===== src/rtl/core/gas_sensor_frame_median_filter_macros.svh =====
// assertion macros shared by the median filter modules
`ifndef GAS_SENSOR_FRAME_MEDIAN_FILTER_MACROS_SVH
`define GAS_SENSOR_FRAME_MEDIAN_FILTER_MACROS_SVH

// same-cycle implication, sampled on clk, off while arst_n is low
`define GSFM_ASSERT_NOW(lbl, ante, cons, msg) \
	lbl: assert property (@(posedge clk) disable iff (!arst_n) (ante) |-> (cons)) \
		else $error(msg);

// next-cycle implication, sampled on clk, off while arst_n is low
`define GSFM_ASSERT_NEXT(lbl, ante, cons, msg) \
	lbl: assert property (@(posedge clk) disable iff (!arst_n) (ante) |=> (cons)) \
		else $error(msg);

`endif


===== src/rtl/core/gsfm_pkg.sv =====
// shared constants, types and crc function for the gas sensor median filter
package gsfm_pkg;

	localparam int unsigned HISTORY_DEPTH_DEF = 5;
	localparam int unsigned VAL_W = 16;

	localparam logic [7:0] CRC_INIT = 8'hFF;
	localparam logic [7:0] CRC_POLY = 8'h31;
	localparam logic [15:0] READY_MASK = 16'h07FF;

	localparam logic [1:0] ST_OK = 2'd0;
	localparam logic [1:0] ST_NO_DATA = 2'd1;
	localparam logic [1:0] ST_CRC_ERR = 2'd2;

	localparam int unsigned EMA_SHIFT = 5;
	localparam logic [16:0] EMA_ROUND = 17'((1 << EMA_SHIFT) - 1);

	localparam logic [14:0] TEMP_SCALE = 15'd17500;
	localparam logic [14:0] TEMP_OFFSET = 15'd4500;
	localparam logic [13:0] HUM_SCALE = 14'd10000;

	typedef struct packed {
		logic load;
		logic fill;
	} gsfm_ctl_t;

	// crc-8 over one word, high byte first, msb first
	function automatic logic [7:0] crc8_word(input logic [15:0] word);
		logic [7:0] crc;
		logic fb;
		crc = CRC_INIT;
		for (int k = 15; k >= 0; k--) begin
			fb = crc[7] ^ word[k];
			crc = {crc[6:0], 1'b0} ^ (fb ? CRC_POLY : 8'h00);
		end
		return crc;
	endfunction

endpackage


===== src/rtl/core/gas_sensor_frame_median_filter.sv =====
// top level: frame check, sorted history chain, average update and output register
//
// One sensor frame enters on the input channel (in_valid / in_stall) as the
// status word, the CO2, temperature and humidity words and the CRC byte of each.
// One result leaves on the output channel (out_valid / out_stall) per frame,
// in order: status, CO2 median, CO2 average, average_updated, temperature and
// humidity in hundredths. A frame with a bad CRC or no data gives status only,
// all other fields zero, and leaves history and average untouched.
// Each frame passes from stage 1 through stage 2 into the output register.
// Throughput: one frame per cycle while out_stall allows it; the history chain inserts
// and evicts one value per cycle and the average register updates once per frame.
// Three stages (check, history insert, average and scaling) each hold one frame;
// while out_stall is high the output register holds its result and the earlier
// stages keep taking frames until they are full, then in_stall rises.
// Reset (arst_n low) empties the pipeline, clears the average and marks the
// history empty; the first nonzero CO2 reading fills the history and seeds the
// average. The median reads 0 until then.
module gas_sensor_frame_median_filter #(
	parameter int unsigned HISTORY_DEPTH = gsfm_pkg::HISTORY_DEPTH_DEF
) (
	input logic clk,
	input logic arst_n,

	input logic in_valid,
	output logic in_stall,
	input logic [15:0] ready_status,
	input logic [7:0] ready_crc,
	input logic [15:0] co2_word,
	input logic [7:0] co2_crc,
	input logic [15:0] temp_word,
	input logic [7:0] temp_crc,
	input logic [15:0] hum_word,
	input logic [7:0] hum_crc,

	output logic out_valid,
	input logic out_stall,
	output logic [1:0] status,
	output logic [15:0] co2_median,
	output logic [15:0] co2_average,
	output logic average_updated,
	output logic signed [14:0] temperature_centi,
	output logic [13:0] humidity_centi
);
	import gsfm_pkg::*;

	`include "gas_sensor_frame_median_filter_macros.svh"

	// frame checks
	logic rs_ok, data_rdy, words_ok;
	logic [1:0] status_d;

	assign rs_ok = (crc8_word(ready_status) == ready_crc);
	assign data_rdy = |(ready_status & READY_MASK);
	assign words_ok = (crc8_word(co2_word) == co2_crc) && (crc8_word(temp_word) == temp_crc)
		&& (crc8_word(hum_word) == hum_crc);

	always_comb begin
		if (!rs_ok) begin
			status_d = ST_CRC_ERR;
		end else if (!data_rdy) begin
			status_d = ST_NO_DATA;
		end else if (!words_ok) begin
			status_d = ST_CRC_ERR;
		end else begin
			status_d = ST_OK;
		end
	end

	// pipeline control
	logic v_s1, v_s2, out_v_q;
	logic acc, adv2, adv3;

	assign adv3 = v_s2 && (!out_v_q || !out_stall);
	assign adv2 = v_s1 && (!v_s2 || adv3);
	assign in_stall = v_s1 && !adv2;
	assign acc = in_valid && !in_stall;

	always_ff @(posedge clk or negedge arst_n) begin
		if (!arst_n) begin
			v_s1 <= 1'b0;
			v_s2 <= 1'b0;
			out_v_q <= 1'b0;
		end else begin
			if (acc) begin
				v_s1 <= 1'b1;
			end else if (adv2) begin
				v_s1 <= 1'b0;
			end
			if (adv2) begin
				v_s2 <= 1'b1;
			end else if (adv3) begin
				v_s2 <= 1'b0;
			end
			if (adv3) begin
				out_v_q <= 1'b1;
			end else if (!out_stall) begin
				out_v_q <= 1'b0;
			end
		end
	end

	// stage 1: checked frame
	logic [1:0] status_s1;
	logic upd_s1;
	logic [15:0] co2_s1, temp_s1, hum_s1;

	always_ff @(posedge clk) begin
		if (acc) begin
			status_s1 <= status_d;
			upd_s1 <= (status_d == ST_OK) && (co2_word != 16'd0);
			co2_s1 <= co2_word;
			temp_s1 <= temp_word;
			hum_s1 <= hum_word;
		end
	end

	// history chain, updated as the frame moves into stage 2
	gsfm_ctl_t chain_ctl;
	logic [15:0] med_raw;
	logic filled;

	assign chain_ctl.load = adv2 && upd_s1;
	assign chain_ctl.fill = !filled;

	gsfm_chain #(
		.DEPTH(HISTORY_DEPTH)
	) u_chain (
		.clk(clk),
		.arst_n(arst_n),
		.ctl(chain_ctl),
		.x(co2_s1),
		.median(med_raw),
		.filled(filled)
	);

	// stage 2: history already holds this frame
	logic [1:0] status_s2;
	logic upd_s2, seed_s2;
	logic [15:0] co2_s2, temp_s2, hum_s2;

	always_ff @(posedge clk) begin
		if (adv2) begin
			status_s2 <= status_s1;
			upd_s2 <= upd_s1;
			seed_s2 <= upd_s1 && !filled;
			co2_s2 <= co2_s1;
			temp_s2 <= temp_s1;
			hum_s2 <= hum_s1;
		end
	end

	// average moves by (median - average) / 32, toward zero
	logic [15:0] ema_q, ema_base, median_eff, ema_next;
	logic signed [16:0] delta, step;

	assign median_eff = filled ? med_raw : 16'd0;
	assign ema_base = seed_s2 ? co2_s2 : ema_q;
	assign delta = signed'({1'b0, median_eff}) - signed'({1'b0, ema_base});
	assign step = delta[16] ? ((delta + signed'(EMA_ROUND)) >>> EMA_SHIFT)
		: (delta >>> EMA_SHIFT);
	assign ema_next = 16'(signed'({1'b0, ema_base}) + step);

	always_ff @(posedge clk or negedge arst_n) begin
		if (!arst_n) begin
			ema_q <= '0;
		end else if (adv3 && upd_s2) begin
			ema_q <= ema_next;
		end
	end

	// scaling to hundredths
	logic [30:0] temp_prod;
	logic [29:0] hum_prod;
	logic [14:0] temp_c;

	assign temp_prod = 31'(temp_s2) * 31'(TEMP_SCALE);
	assign hum_prod = 30'(hum_s2) * 30'(HUM_SCALE);
	assign temp_c = temp_prod[30:16] - TEMP_OFFSET;

	// output register
	logic [1:0] status_q;
	logic [15:0] median_q, average_q;
	logic updated_q;
	logic [14:0] temp_q;
	logic [13:0] hum_q;

	always_ff @(posedge clk) begin
		if (adv3) begin
			status_q <= status_s2;
			if (status_s2 == ST_OK) begin
				median_q <= median_eff;
				average_q <= upd_s2 ? ema_next : ema_q;
				updated_q <= upd_s2;
				temp_q <= temp_c;
				hum_q <= hum_prod[29:16];
			end else begin
				median_q <= '0;
				average_q <= '0;
				updated_q <= 1'b0;
				temp_q <= '0;
				hum_q <= '0;
			end
		end
	end

	assign out_valid = out_v_q;
	assign status = status_q;
	assign co2_median = median_q;
	assign co2_average = average_q;
	assign average_updated = updated_q;
	assign temperature_centi = signed'(temp_q);
	assign humidity_centi = hum_q;

	`GSFM_ASSERT_NOW(a_upd_ok, out_v_q && updated_q, status_q == ST_OK, "update on error frame")
	`GSFM_ASSERT_NOW(a_upd_med, out_v_q && updated_q, median_q != 16'd0, "zero median after update")
	`GSFM_ASSERT_NOW(a_err_zero, out_v_q && (status_q != ST_OK),
		(median_q == 16'd0) && (average_q == 16'd0), "error result carries data")
	`GSFM_ASSERT_NOW(a_hist_load, chain_ctl.load, status_s1 == ST_OK, "history load on bad frame")

endmodule


===== src/rtl/core/gsfm_cell.sv =====
// one cell of the sorted history chain: value plus age, insert and evict together on one load
module gsfm_cell #(
	parameter int unsigned DEPTH = gsfm_pkg::HISTORY_DEPTH_DEF,
	parameter int unsigned IDX = 0
) (
	input logic clk,
	input gsfm_pkg::gsfm_ctl_t ctl,
	input logic [gsfm_pkg::VAL_W-1:0] x,
	input logic [gsfm_pkg::VAL_W-1:0] left_val,
	input logic [$clog2(DEPTH)-1:0] left_age,
	input logic left_del,
	input logic [gsfm_pkg::VAL_W-1:0] right_val,
	input logic [$clog2(DEPTH)-1:0] right_age,
	output logic [gsfm_pkg::VAL_W-1:0] val,
	output logic [$clog2(DEPTH)-1:0] age,
	output logic del_le
);
	import gsfm_pkg::*;

	localparam int unsigned AW = $clog2(DEPTH);
	localparam logic [AW-1:0] OLDEST = AW'(DEPTH - 1);
	localparam logic [AW-1:0] FILL_AGE = AW'(IDX);
	localparam bit IS_FIRST = (IDX == 0);
	localparam bit IS_LAST = (IDX == DEPTH - 1);

	logic [VAL_W-1:0] val_q;
	logic [AW-1:0] age_q;

	logic [VAL_W-1:0] wi_val, wm_val;
	logic [AW-1:0] wi_age, wm_age;
	logic wi_ok, take_wi, take_x;

	// the evicted entry sits at or left of this cell
	assign del_le = left_del | (age_q == OLDEST);

	// entry at this place and the one before, once the oldest is removed
	assign wi_val = del_le ? right_val : val_q;
	assign wi_age = del_le ? right_age : age_q;
	assign wi_ok = !(del_le && IS_LAST);
	assign wm_val = left_del ? val_q : left_val;
	assign wm_age = left_del ? age_q : left_age;

	assign take_wi = wi_ok && (wi_val < x);
	assign take_x = IS_FIRST || (wm_val < x);

	always_ff @(posedge clk) begin
		if (ctl.load) begin
			if (ctl.fill) begin
				val_q <= x;
				age_q <= FILL_AGE;
			end else if (take_wi) begin
				val_q <= wi_val;
				age_q <= wi_age + AW'(1);
			end else if (take_x) begin
				val_q <= x;
				age_q <= '0;
			end else begin
				val_q <= wm_val;
				age_q <= wm_age + AW'(1);
			end
		end
	end

	assign val = val_q;
	assign age = age_q;

endmodule


===== src/rtl/core/gsfm_chain.sv =====
// row of sorted history cells with the fill flag; the middle cell is the median
module gsfm_chain #(
	parameter int unsigned DEPTH = gsfm_pkg::HISTORY_DEPTH_DEF
) (
	input logic clk,
	input logic arst_n,
	input gsfm_pkg::gsfm_ctl_t ctl,
	input logic [gsfm_pkg::VAL_W-1:0] x,
	output logic [gsfm_pkg::VAL_W-1:0] median,
	output logic filled
);
	import gsfm_pkg::*;

	`include "gas_sensor_frame_median_filter_macros.svh"

	localparam int unsigned AW = $clog2(DEPTH);
	localparam int unsigned MID = (DEPTH - 1) / 2;
	localparam logic [AW-1:0] OLDEST = AW'(DEPTH - 1);

	logic [VAL_W-1:0] vals [DEPTH];
	logic [AW-1:0] ages [DEPTH];
	logic [DEPTH-1:0] dels;
	logic [DEPTH-1:0] olds;
	logic [DEPTH-2:0] ord;
	logic filled_q;

	for (genvar i = 0; i < DEPTH; i++) begin : g_cell
		logic [VAL_W-1:0] lv, rv;
		logic [AW-1:0] la, ra;
		logic ld;

		if (i == 0) begin : g_left_end
			assign lv = '0;
			assign la = '0;
			assign ld = 1'b0;
		end else begin : g_left
			assign lv = vals[i-1];
			assign la = ages[i-1];
			assign ld = dels[i-1];
		end

		if (i == DEPTH - 1) begin : g_right_end
			assign rv = '0;
			assign ra = '0;
		end else begin : g_right
			assign rv = vals[i+1];
			assign ra = ages[i+1];
		end

		gsfm_cell #(
			.DEPTH(DEPTH),
			.IDX(i)
		) u_cell (
			.clk(clk),
			.ctl(ctl),
			.x(x),
			.left_val(lv),
			.left_age(la),
			.left_del(ld),
			.right_val(rv),
			.right_age(ra),
			.val(vals[i]),
			.age(ages[i]),
			.del_le(dels[i])
		);

		assign olds[i] = (ages[i] == OLDEST);
	end

	for (genvar i = 0; i < DEPTH - 1; i++) begin : g_ord
		assign ord[i] = (vals[i] <= vals[i+1]);
	end

	always_ff @(posedge clk or negedge arst_n) begin
		if (!arst_n) begin
			filled_q <= 1'b0;
		end else if (ctl.load) begin
			filled_q <= 1'b1;
		end
	end

	assign median = vals[MID];
	assign filled = filled_q;

	`GSFM_ASSERT_NOW(a_sorted, filled_q, &ord, "history cells out of order")
	`GSFM_ASSERT_NOW(a_one_oldest, filled_q, $onehot(olds), "not exactly one oldest entry")
	`GSFM_ASSERT_NEXT(a_fill_sticks, ctl.load || filled_q, filled_q, "fill flag lost")
	`GSFM_ASSERT_NOW(a_fill_first, ctl.load && !filled_q, ctl.fill, "insert into empty history")

endmodule

===== config.mk =====
export PLATFORM = sky130hd
export DESIGN_NAME = gas_sensor_frame_median_filter
export DESIGN_NICKNAME = d
export VERILOG_FILES = /design/src/rtl/core/gsfm_pkg.sv /design/src/rtl/core/gas_sensor_frame_median_filter.sv /design/src/rtl/core/gsfm_cell.sv /design/src/rtl/core/gsfm_chain.sv
export VERILOG_INCLUDE_DIRS = /design/src /design/src/rtl/core
export SDC_FILE = /design/constraint.sdc
export NUM_CORES = 1
export LEC_CHECK = 0
export ABC_AREA = 1
export BUFFER_PORTS_ARGS = -buffer_cell sky130_fd_sc_hd__buf_4
export CORE_ASPECT_RATIO = 1.5
export CORE_MARGIN = 2
export CORE_UTILIZATION = 50
export CTS_BUF_LIST = sky130_fd_sc_hd__clkbuf_4
export DETAILED_ROUTE_END_ITERATION = 10
export GPL_ROUTABILITY_DRIVEN = 0
export PLACE_DENSITY = 0.68
export SLEW_MARGIN = 10
export SYNTH_ARGS = -nofsm -noshare
export SYNTH_HDL_FRONTEND = slang
export SYNTH_SLANG_ARGS = --single-unit
export TNS_END_PERCENT = 20

===== constraint.sdc =====
create_clock -name clk -period 14.5 [get_ports clk]
set_clock_uncertainty 0.05 [all_clocks]
set_input_delay 1.45 -clock clk [delete_from_list [all_inputs] [get_ports clk]]
set_output_delay 1.45 -clock clk [all_outputs]
set_load 0.05 [all_outputs]

[Word level (Yosys, flattened, before mapping)]
Cells that the tools add are included.
Cells by class
  add/subtract/negate cells: 9
  $mul: 2
  divide/modulo/power cells: 0
  $lt $le $gt $ge: 5
  equality and inequality tests: 10
  shift-type cells: 0
  multiplexer cells: 109
  bitwise logic cells: 128
  reduce and logical (&&, ||, !) cells: 27
Operators with widths (number)
  $xor 8x6->8: 60
  $mux 6: 64
  $mux 16: 23
  $lt 16x16->1: 5
  $xor 1x1->1: 60
  $mux 3: 13
  $eq 8x8->1: 4
  $mul 16x13->29 const B: 1
  $not 5->7: 4
  $mul 16x10->26 const B: 1
  $add 17x6->17 const B: 1
  $sub 16x16->17: 1
  $add 16x16->16: 1
  $reduce_bool 16->1: 1
  $add 3x1->3 const B: 5
  $eq 3x3->1 const B: 5
  $sub 15x13->15 const B: 1
  $logic_and 1x1->1: 11
  $reduce_or 11->1: 1
  $logic_not 1->1: 7
  $mux 1: 6
  $mux 2: 3
  $logic_not 2->1: 2
  $or 1x1->1: 4
  4 further kinds: 6
Storage, ports and cells
  flip-flop bits (word level): 282
  bits in latches: 0
  RAM bits: 0
  memory bits (read-only): 0
  input port bits: 100
  word-level logic and storage cells: 322
  memories kept: 0

[Depth between registers and ports, before layout]
  depth in word-level cells: 55
  depth in mapped cells: 35
  depth with buffers taken out: 33

[By module]
Synthesis repeated with hierarchy kept, for this count alone.
Second synthesis, totals
  cell total of the unflattened synthesis: 4044
  area total of the unflattened synthesis: 29674.7 um^2
By module, submodules not included
  gas_sensor_frame_median_filter: times used 1, cells each 2174, area each 17578.1 um^2, sequential area each 5490.3 um^2
  gsfm_cell (u_chain.g_cell[2].u_cell): times used 1, cells each 425, area each 2671.3 um^2, sequential area each 570.5 um^2
  gsfm_cell (u_chain.g_cell[3].u_cell): times used 1, cells each 424, area each 2663.8 um^2, sequential area each 570.5 um^2
  gsfm_cell (u_chain.g_cell[1].u_cell): times used 1, cells each 425, area each 2622.5 um^2, sequential area each 570.5 um^2
  gsfm_cell (u_chain.g_cell[4].u_cell): times used 1, cells each 425, area each 2608.8 um^2, sequential area each 570.5 um^2
  gsfm_cell (u_chain.g_cell[0].u_cell): times used 1, cells each 166, area each 1490.2 um^2, sequential area each 570.5 um^2
  gsfm_chain: times used 1, cells each 5, area each 40.0 um^2, sequential area each 25.0 um^2

[Worst setup path after synthesis]
OpenSTA, ideal clock, no wires.
  path kind: input port to flip-flop
  start point: input out_stall
  end point: register u_chain.g_cell[0].u_cell.age_q[0], enable pin
  setup time: 549 ps
  arrival: 5680 ps
  data required time: 13901 ps
  slack: 8221 ps
  cell stages on the path: 5
  path buffers: 0
  path through: nand2_1 -> nor2_1 -> inv_1 -> nand2_1 -> nor2_1
RTL lines
  start, declared: line gas_sensor_frame_median_filter.sv:36  | input logic out_stall,
  end signal, assigned: line gsfm_cell.sv:53  | age_q <= wi_age + AW'(1);
  end signal, assigned: line gsfm_cell.sv:59  | age_q <= wm_age + AW'(1);
  end, declared: line gsfm_cell.sv:27  | logic [AW-1:0] age_q;

[Worst setup path after layout]
  start point: register u_chain.g_cell[0].u_cell.age_q[2]
  end point: register u_chain.g_cell[3].u_cell.val_q[3], data pin
On the way
  longest elaborated chain between the ends: 8
  elaborated cells between the ends (all ways): 11
  classes of those cells: 2 x order compare; 1 x eq/ne; 5 x mux; 3 x bitwise
Ends and longest elaborated chain
  $eq 3x3->1 (*)
  $or 1x1->1 (*) (2 in series): line gsfm_cell.sv:34  | assign del_le = left_del | (age_q == OLDEST);
  $mux 16 / $or 1x1->1 (equally long branches): line gsfm_cell.sv:40, gsfm_cell.sv:34
  $lt 16x16->1 / $mux 16 (equally long branches): line gsfm_cell.sv:44, gsfm_cell.sv:37
  $mux 16 / $lt 16x16->1 (equally long branches): line gsfm_cell.sv:54, gsfm_cell.sv:43
  $mux 16 (*): line gsfm_cell.sv:51  | end else if (take_wi) begin
  $mux 16 (*): line gsfm_cell.sv:48  | if (ctl.fill) begin
  end signal, assigned: line gsfm_cell.sv:52  | val_q <= wi_val;
  end signal, assigned: line gsfm_cell.sv:58  | val_q <= wm_val;
  end, declared: line gsfm_cell.sv:26  | logic [VAL_W-1:0] val_q;
Every way passes the cells marked *; elsewhere a longest branch is shown, timed or not.
A chain may end at the register's enable or synchronous reset.

==> summary.md <==
| Metric | Value |
|---|---|
| Outcome | `finished clean` |
| # IOs | `166` |
| Total wire length | `68,000 um` |
| Slowest CP cell | `nand2_1` |
| CTS tree | `yes` |
| CP required | `14,910 ps` |
| Number of enable flip-flop cells after synthesis | `262` |
| Seq/Total Area, Yosys | `33.3%` |
| Primary FF master, synth | `edfxtp_1` |
| Via count | `22,100` |
| Initial antenna violation count | `9` |
| First-pass GRT wire length | `107,000 um` |
| Avg Inst Size Synth | `7.90 um2` |
| DR iter-0 viols | `1,522` |
| Slew HR | `19.4%` |
| GRT met2 Usage | `48.2%` |
| Slew @ Worst Pin | `1210 ps` |
| Synthesis-stage register bit count | `282` |
| # DRC | `0` |
| Pins Over Slew Limit | `0` |
| CP max FO | `43` |
| Core area | `0.0497 mm2` |
| WP data arrival | `6850 ps` |
| Peak VDD IR | `0.117 mV` |
| Area Growth Syn to Fin | `11.0%` |
| Post-cts resize count | `0` |
| Die Width | `187 um` |
| Netlist cell types | `63` |
| Crit path time final | `6440 ps` |
| RSZ-0062 raised after global routing | `no` |
| Critical-path cell list | `nand2_1 -> nand2_2 -> inv_2 -> nand2_4 -> nor2_2 -> inv_1 -> o21ai_0 -> inv_1 -> ha_1 -> nand2_1 -> inv_2 -> nand3_1 -> a31oi_1 -> a2111oi_2 -> nand2_4 -> inv_4 -> nand2_1 -> nand3_1 -> nand2_1` |
| Ys async rst share | `7.09%` |
| Via density | `5.41` |
| DPL Wire Length | `53,400 um` |
| PortBufs | `165` |
| Met1 GRT Util | `25.9%` |
| Clock sink count | `282` |
| Share of layout cells above drive strength 1 | `11.3%` |
| Clk_lat worst skew | `790 ps` |
| Largest net degree at the start of global routing | `87` |
| GRT busiest layer | `met2` |
| CTS max path bufs | `3` |
| Vias in the first global route | `22,300` |
| Startpoint type of the worst setup path | `register` |
| Finish-stage setup viols | `0` |
| P_leak | `14.2 nW` |
| Gate Count Post-Synth | `3,186` |
| Worst stage delay on the critical path | `730 ps` |
| Syn Nets | `3,643` |
| Cell area power density | `169 mW/mm2` |
| Setup Crit Path Kind | `reg2reg` |
| CTS HTree Levels | `3` |
| CP Capture Type | `register` |
| Nets@finish | `3,816` |
| WL per Instance | `16.6 um` |
| Num CTS Buffers | `72` |
| Die area | `0.0522 mm2` |
| Grt ovf | `0` |
| GR Util All Layers | `25.9%` |
| CTS root buf | `clkbuf_4` |
| Fmax achieved | `155 MHz` |
| Max-cap violations | `0` |
| DIE HEIGHT | `279 um` |
| Worst hold path type | `reg2reg` |
| Synth Warn # | `0` |
| Met3 GRT Util | `3.41%` |
| Routed Antenna Nets | `0` |
| Mapped Area | `0.0252 mm2` |
| Setup TNS | `0 ps` |
| # Post-CTS Setup Buffers | `0` |
| Starting Density | `50.6%` |
| Clock transition at path regs | `70 ps` |
| Row count | `100` |
| Final-report hold violation count | `0` |
| Final worst path period share | `44.4%` |
| Most used cell, CP | `nand2_1` |
| CTS Hold Bufs | `0` |
| Total power | `4.71 mW` |
| Drt first pass iters | `5` |
-- cell usage after synthesis (all sizes together), types with 2 or more instances --
library cell  instances  area [um2]
o31ai                 2        20.0
a21o                 11        82.6
nand4                18         113
fa                   80        1600
xor2                 59         524
nor3                 10        50.1
a2111oi               3        32.5
clkbuf               42         159
nand3b               25         200
edfxtp              262        7870
and3                  2        12.5
o21bai               11        82.6
nand2               846        3280
a31oi                 9        56.3
nand3               233        1170
nor4                  5        31.3
or2                  20         125
dfrtp                20         500
xnor2                40         350
o21ai               268        1360
clkinv                3        11.3
a211oi                8        60.1
and2                  2        12.5
nor2                183         707
mux2                 15         169
o21a                  9        67.6
o211ai                3        22.5
ha                  277        3470
inv                 532        2000
nand2b                2        12.5
buf                  33         198
a21oi               139         699
a31o                  3        26.3
a21boi                2        15.0
-- kinds of logic (layout without fill, tap and decap cells) --
group | after synthesis | count (layout) | synth area share, %
AOI/OAI and AO/OA | 476 | 476 | 10.3
xor gates and xnor gates | 99 | 99 | 3.48
adders and majority gates | 357 | 357 | 20.1
buffers and inverters | 610 | 836 | 9.41
DFF | 282 | 282 | 33.3
muxes | 15 | 15 | 0.671
other | 0 | 11 | 0
and+or+nand+nor | 1347 | 1347 | 22.7
-- cells in the final DEF (no fill, tap or decap), types with 5 or more instances in the layout --
cell type    n
a211oi_1     8
a21o_1      11
a21oi_1    137
a31oi_1      9
buf_4      174
clkbuf_4    97
clkinv_1    19
clkinv_2     8
dfrtp_1     19
diode_2     11
edfxtp_1   262
fa_1        80
ha_1       277
inv_1      523
inv_2        9
mux2_2      15
nand2_1    811
nand2_2     32
nand3_1    233
nand3b_1    24
nand4_1     18
nor2_1     174
nor2_2       6
nor3_1      10
nor4_1       5
o21a_1       9
o21ai_0    242
o21ai_1     23
o21bai_1    11
or2_2       18
xnor2_1     40
xor2_1      58
-- cell type report --
type	count	area (um2)
Inverter	535	2010
Sequential cell	282	8370
Clock buffer	97	728
Tap cell	663	830
Antenna cell	11	27.5
Fill cell	4620	21700
Multi-Input combinational cell	2294	14500
Clock inverter	30	210
Timing Repair Buffer	174	1310
-- worst max-delay path, delay by kind of cell, from the launching register on --
| kind | cells | cell delay [ps] |
|---|---|---|
| flops | 1 | 430 |
| fa+ha+maj | 1 | 300 |
| simple gates | 10 | 2860 |
| compound gates | 3 | 1210 |
| buf+inv | 5 | 1250 |
-- metrics by stage --
stage	hold WS (ps)	std cells	area, um2	setup slack, ps	utilization, %
after floorplan	350	3186	25200	8220	-
after global placement	351	3948	27000	8560	54.3
after detailed placement	355	3948	27000	8300	54.3
final	355	4086	27900	8060	56.2
after CTS	361	4075	27900	8210	56.2
after global routing	376	4084	27900	7520	56.2
-- final timing paths --
path	from	end	slack [ps]	depth (start not counted)
max	u_chain.g_cell[0].u_cell.age[2]$_SDFFCE_PN0P_	u_chain.g_cell[3].u_cell.val[3]$_DFFE_PP_	8060	19
min	temp_s1[15]$_DFFE_PP_	temp_s2[15]$_DFFE_PP_	360	0
max reg2reg	u_chain.g_cell[0].u_cell.age[2]$_SDFFCE_PN0P_	u_chain.g_cell[3].u_cell.val[3]$_DFFE_PP_	8060	19
min reg2reg	temp_s1[15]$_DFFE_PP_	temp_s2[15]$_DFFE_PP_	360	0
max in group asynchronous	arst_n	v_s2$_DFFE_PN0P_	13620	1
min in group asynchronous	arst_n	u_chain.filled$_DFFE_PN0P_	500	1
-- power by group --
group,internal [mW],switching (mW)
Clock,0.368,0.344
Sequential,1.02,0.0724
Combinational,1.05,1.85
-- per-layer routing --
| layer | vias to the layer above | wire, um |
|---|---|---|
| li1 | 10800 | - |
| met2 | 710 | 35100 |
| met4 | 0 | 5310 |
| met3 | 289 | 2990 |
| met1 | 10300 | 24600 |
| met5 | - | 0 |
-- state kept, by name (all words and copies together) (netlist names), 15 cells and up --
| name | flops |
|---|---|
| co2_average | 16 |
| temp_s1 | 16 |
| co2_s2 | 16 |
| u_chain.g_cell.u_cell.age | 15 |
| temp_s2 | 16 |
| co2_s1 | 16 |
| hum_s2 | 16 |
| hum_s1 | 16 |
| co2_median | 16 |
| ema_q | 16 |
| u_chain.g_cell.u_cell.val | 80 |
| temperature_centi | 15 |
No activity file was read; power rests on OpenSTA's default activity.
